===== src/hw/rtl/mi3_pkg.sv =====
// shared constants and control types for the 3x3 matrix inverse
// no dependencies
package mi3_pkg;

  localparam int QW       = 32;
  localparam int IN_FRAC  = 12;
  localparam int OUT_FRAC = 16;
  localparam int GUARD    = QW - IN_FRAC - OUT_FRAC;
  localparam int LANES    = 9;

  localparam logic [QW-1:0] POS_LIM = {1'b0, {(QW-1){1'b1}}};
  localparam logic [QW-1:0] NEG_LIM = {1'b1, {(QW-1){1'b0}}};

  typedef struct packed {
    logic valid;
    logic singular;
  } ctl_t;

  typedef struct packed {
    logic neg;
    logic ovf;
  } lane_t;

endpackage


===== src/hw/rtl/mi3_div_stage.sv =====
// one restoring division step for all nine lanes, registered
// depends on mi3_pkg
module mi3_div_stage
  import mi3_pkg::*;
#(
  parameter int DW = 51
) (
  input  logic                       clk,
  input  logic                       rst,
  input  logic                       en,
  input  ctl_t                       ctl,
  input  logic [DW-1:0]              dmag,
  input  lane_t [LANES-1:0]          flags,
  input  logic [LANES-1:0][DW-1:0]   rem,
  input  logic [LANES-1:0][QW-1:0]   quo,
  output ctl_t                       ctl_q,
  output logic [DW-1:0]              dmag_q,
  output lane_t [LANES-1:0]          flags_q,
  output logic [LANES-1:0][DW-1:0]   rem_q,
  output logic [LANES-1:0][QW-1:0]   quo_q
);

  for (genvar k = 0; k < LANES; k++) begin : g_lane
    logic [DW:0] trial;
    logic        ge;
    logic [DW:0] diff;
    assign trial = {rem[k], quo[k][QW-1]};
    assign ge    = trial >= {1'b0, dmag};
    assign diff  = trial - {1'b0, dmag};
    always_ff @(posedge clk) begin
      if (en) begin
        rem_q[k]   <= ge ? diff[DW-1:0] : trial[DW-1:0];
        quo_q[k]   <= {quo[k][QW-2:0], ge};
        flags_q[k] <= flags[k];
      end
    end
  end

  always_ff @(posedge clk) begin
    if (rst) begin
      ctl_q.valid <= 1'b0;
    end else if (en) begin
      ctl_q.valid <= ctl.valid;
    end
  end

  always_ff @(posedge clk) begin
    if (en) begin
      ctl_q.singular <= ctl.singular;
      dmag_q         <= dmag;
    end
  end

endmodule


===== config.mk =====
export PLATFORM = sky130hd
export DESIGN_NAME = mi3_div_stage
export DESIGN_NICKNAME = d
export VERILOG_FILES = /design/src/hw/rtl/mi3_pkg.sv /design/src/hw/rtl/mi3_div_stage.sv
export SDC_FILE = /design/constraint.sdc
export NUM_CORES = 2
export LEC_CHECK = 0
export BUFFER_PORTS_ARGS = -buffer_cell sky130_fd_sc_hd__buf_2
export CAP_MARGIN = 20
export CELL_PAD_IN_SITES_DETAIL_PLACEMENT = 1
export CELL_PAD_IN_SITES_GLOBAL_PLACEMENT = 2
export CORE_AREA = 4 4 630 632
export DETAILED_ROUTE_END_ITERATION = 6
export DIE_AREA = 0 0 634 636
export HOLD_SLACK_MARGIN = 0.06
export PLACE_DENSITY = 0.54
export SYNTH_ARGS = -nofsm -noshare
export SYNTH_HDL_FRONTEND = slang
export SYNTH_SLANG_ARGS = --single-unit

===== constraint.sdc =====
create_clock -name clk -period 3.5 [get_ports clk]
set_input_delay 0.35 -clock clk [delete_from_list [all_inputs] [get_ports clk]]
set_output_delay 0.35 -clock clk [all_outputs]
set_load 0.005 [all_outputs]

==> metrics.txt <==
area of the die 0.403 sq mm; Clock Path Buffers 4; routed vias/inst 4.19; GRT Total Usage 0.215; # DRC 0; Setup WS post-layout -0.0146 ns; yosys warns 0; syn avg cell area 10.0 sq um; Max Freq 285 MHz; Max VDD drop 400 uV; post-synthesis instance area 0.0556 sq mm; post-synthesis sequential area ratio 0.442; PortBufs 1,638; placed cells 14.0k; number of flops mapped to enable cells by yosys 817; Yosys top cell by area edfxtp_1; HP Class in -> reg; status complete, but fails checks; DP HPWL 382 mm; final setup fails 1; CTS Buf Count 113; largest net degree at the start of global routing 64; Mapped Cells 5,557; CTS tree done; initial drt markers 3,603; setup TNS -0.0146 ns; Synth Register Bits 818; H-tree depth 3; Final Skew 0 ns; ys flop type edfxtp_1; Worst-Margin Slew 0.997 ns; max-slew violation count 0; worst-case reg-to-reg path depth 3; Min Hold Slack 0.0561 ns; Post-Route WL 453 mm; post-synthesis cell type count 90; Synthesized Nets 6,846; CP required 4.00 ns; slew margin rel. 0.336; area delta synth->final 75.6%; hold depth 3; # fillers 45.7k; I/O pin cnt 1,639; Period Utilization, post-route 1.00; nets 11.0k; vias in the first global route 67.9k; clk slew on worst S/H paths 0.06 ns; initial antenna violation count 123; Chip Width 634 microns; CP arrival 4.02 ns; Hold Vio Cnt, Final 0; routability congestion estimate 0.908; layout cells sized above 1 0.405; Die Ht 636 microns; DR pass1 iterations 5; Clock Tree Root clkbuf_16; minimum clock period 3.51 ns; top post-synthesis cells by area edfxtp_1, ha_1, a21oi_1; vias 63.4k; Antenna Nets Post-Route 0; PD cells 415 mW/mm^2; global-route wire length before repair 594 mm; P_leak 42.7 nW; GRT overflow 0; most common cell in the netlist edfxtp_1; row count 230; violated checks negative setup slack; Crit. End Element flop; final std cells w/o fill 15.1k; Setup CP Type in -> reg; sinks on the clock net 818; crit start category input pin; crit-path max FO 8; Placeable Area 0.391 sq mm; synth cell count leaders edfxtp_1, nand2_1, a21oi_1, o21ai_0, ha_1; worst skew pair latency 0.81 ns; wire per inst 30.0 microns; Async S/R FF share, synth 0; Initial Util 0.142; area fraction of the dominant cell type after synthesis 0.441; max cap viols 0
## where the power goes
| group | switching (mW) | internal (mW) |
|---|---|---|
| clock network | 5.25 | 6.95 |
| logic | 8.28 | 6.82 |
| registers | 0.867 | 12.4 |
| total | 14.4 | 26.2 |
## sequential cells by signal (all words and copies together), names as in the netlist
name     cells
ctl_q        2
dmag_q      51
flags_q     18
quo_q      288
rem_q      459
## cell families after synthesis
kind of cell / Yosys count / synth area share
AND/OR/NAND/NOR: 1462 / 0.121
adder cells (fa/ha/maj): 468 / 0.107
AO/OA/AOI/OAI: 1837 / 0.204
multiplexers: 140 / 0.0313
XOR/XNOR: 411 / 0.0647
flip-flops: 818 / 0.442
buffers and inverters: 421 / 0.0300
## through the flow
stage,setup slack [ns],util,instance area [sq um],power (mW)
global route,-0.0366,0.249,97600,42.4
CTS,0.00267,0.246,96400,41.0
finish,-0.0146,0.249,97600,40.6
global placement,-1.17,0.216,84400,27.5
detailed placement,-1.20,0.216,84400,27.6
floorplan,-0.0592,-,55800,18.2
## placed cells by master, fill, tap and decap left out, types with 132 or more instances in the layout
cell              n
nor2_1          290
nand2_1         604
a21o_1          236
inv_1           132
ha_1            440
buf_2          1631
o21ai_0         487
a21oi_1         524
dlygate4sd3_1   819
edfxtp_1        817
xor2_1          175
xnor2_1         234
buf_4          1674
## path summary, 6_finish.rpt
path | startpoint | endpoint | slack [ns]
worst max-delay path | rem[111] | rem_q[127] | -0.01
worst min-delay path | rem[418] | rem_q[419] | 0.06
worst max register to register | ctl_q[1] | ctl_q[1] | 2.33
worst min register to register | ctl_q[1] | ctl_q[1] | 1.09
## repair_timing
| action | CTS | global route |
|---|---|---|
| endpoints found under the setup margin | 71 | 384 |
| gates resized for setup | 10 | 137 |
| endpoints found under the hold margin | 807 | 2 |
| buffers inserted | 0 | 27 |
| pin swaps | 0 | 49 |
| hold buffers | 820 | 2 |
| gates cloned | 0 | 5 |
## per-layer routing
layer  global-route usage  routed length [microns]  share of wire  vias up
met5                    0                      202        0.00045        -
met4                0.159                    40100          0.089       30
met3               0.0302                    19000          0.042      663
met2                0.395                   233000           0.51     1986
met1                0.220                   161000           0.35    31500
li1                     -                        -              -    29300
## critical path, stage by stage
cell and delay [ns]:
dlygate4sd3_1 0.54, buf_2 0.15, ha_1 0.29, buf_4 0.16
nand3_2 0.09, buf_6 0.12, a21oi_1 0.04, nor2_1 0.20
o21ai_2 0.10, a211o_1 0.32, a41o_1 0.22, a211oi_2 0.25
buf_4 0.17, o31ai_2 0.07, a211oi_4 0.33, buf_12 0.19
mux2_1 0.40
## area by class of cell
cell class,instances,area (sq um),share of cell area
clock inverter,79,863,0.00884
timing repair buffer,4262,31600,0.324
antenna,122,305,0.00313
inverter,184,724,0.00742
multi-input combinational,4318,30100,0.309
tap,5220,6530,0.0669
sequential,818,24600,0.251
clock buffer,124,2890,0.0296
(Power assumes the default switching activity.)
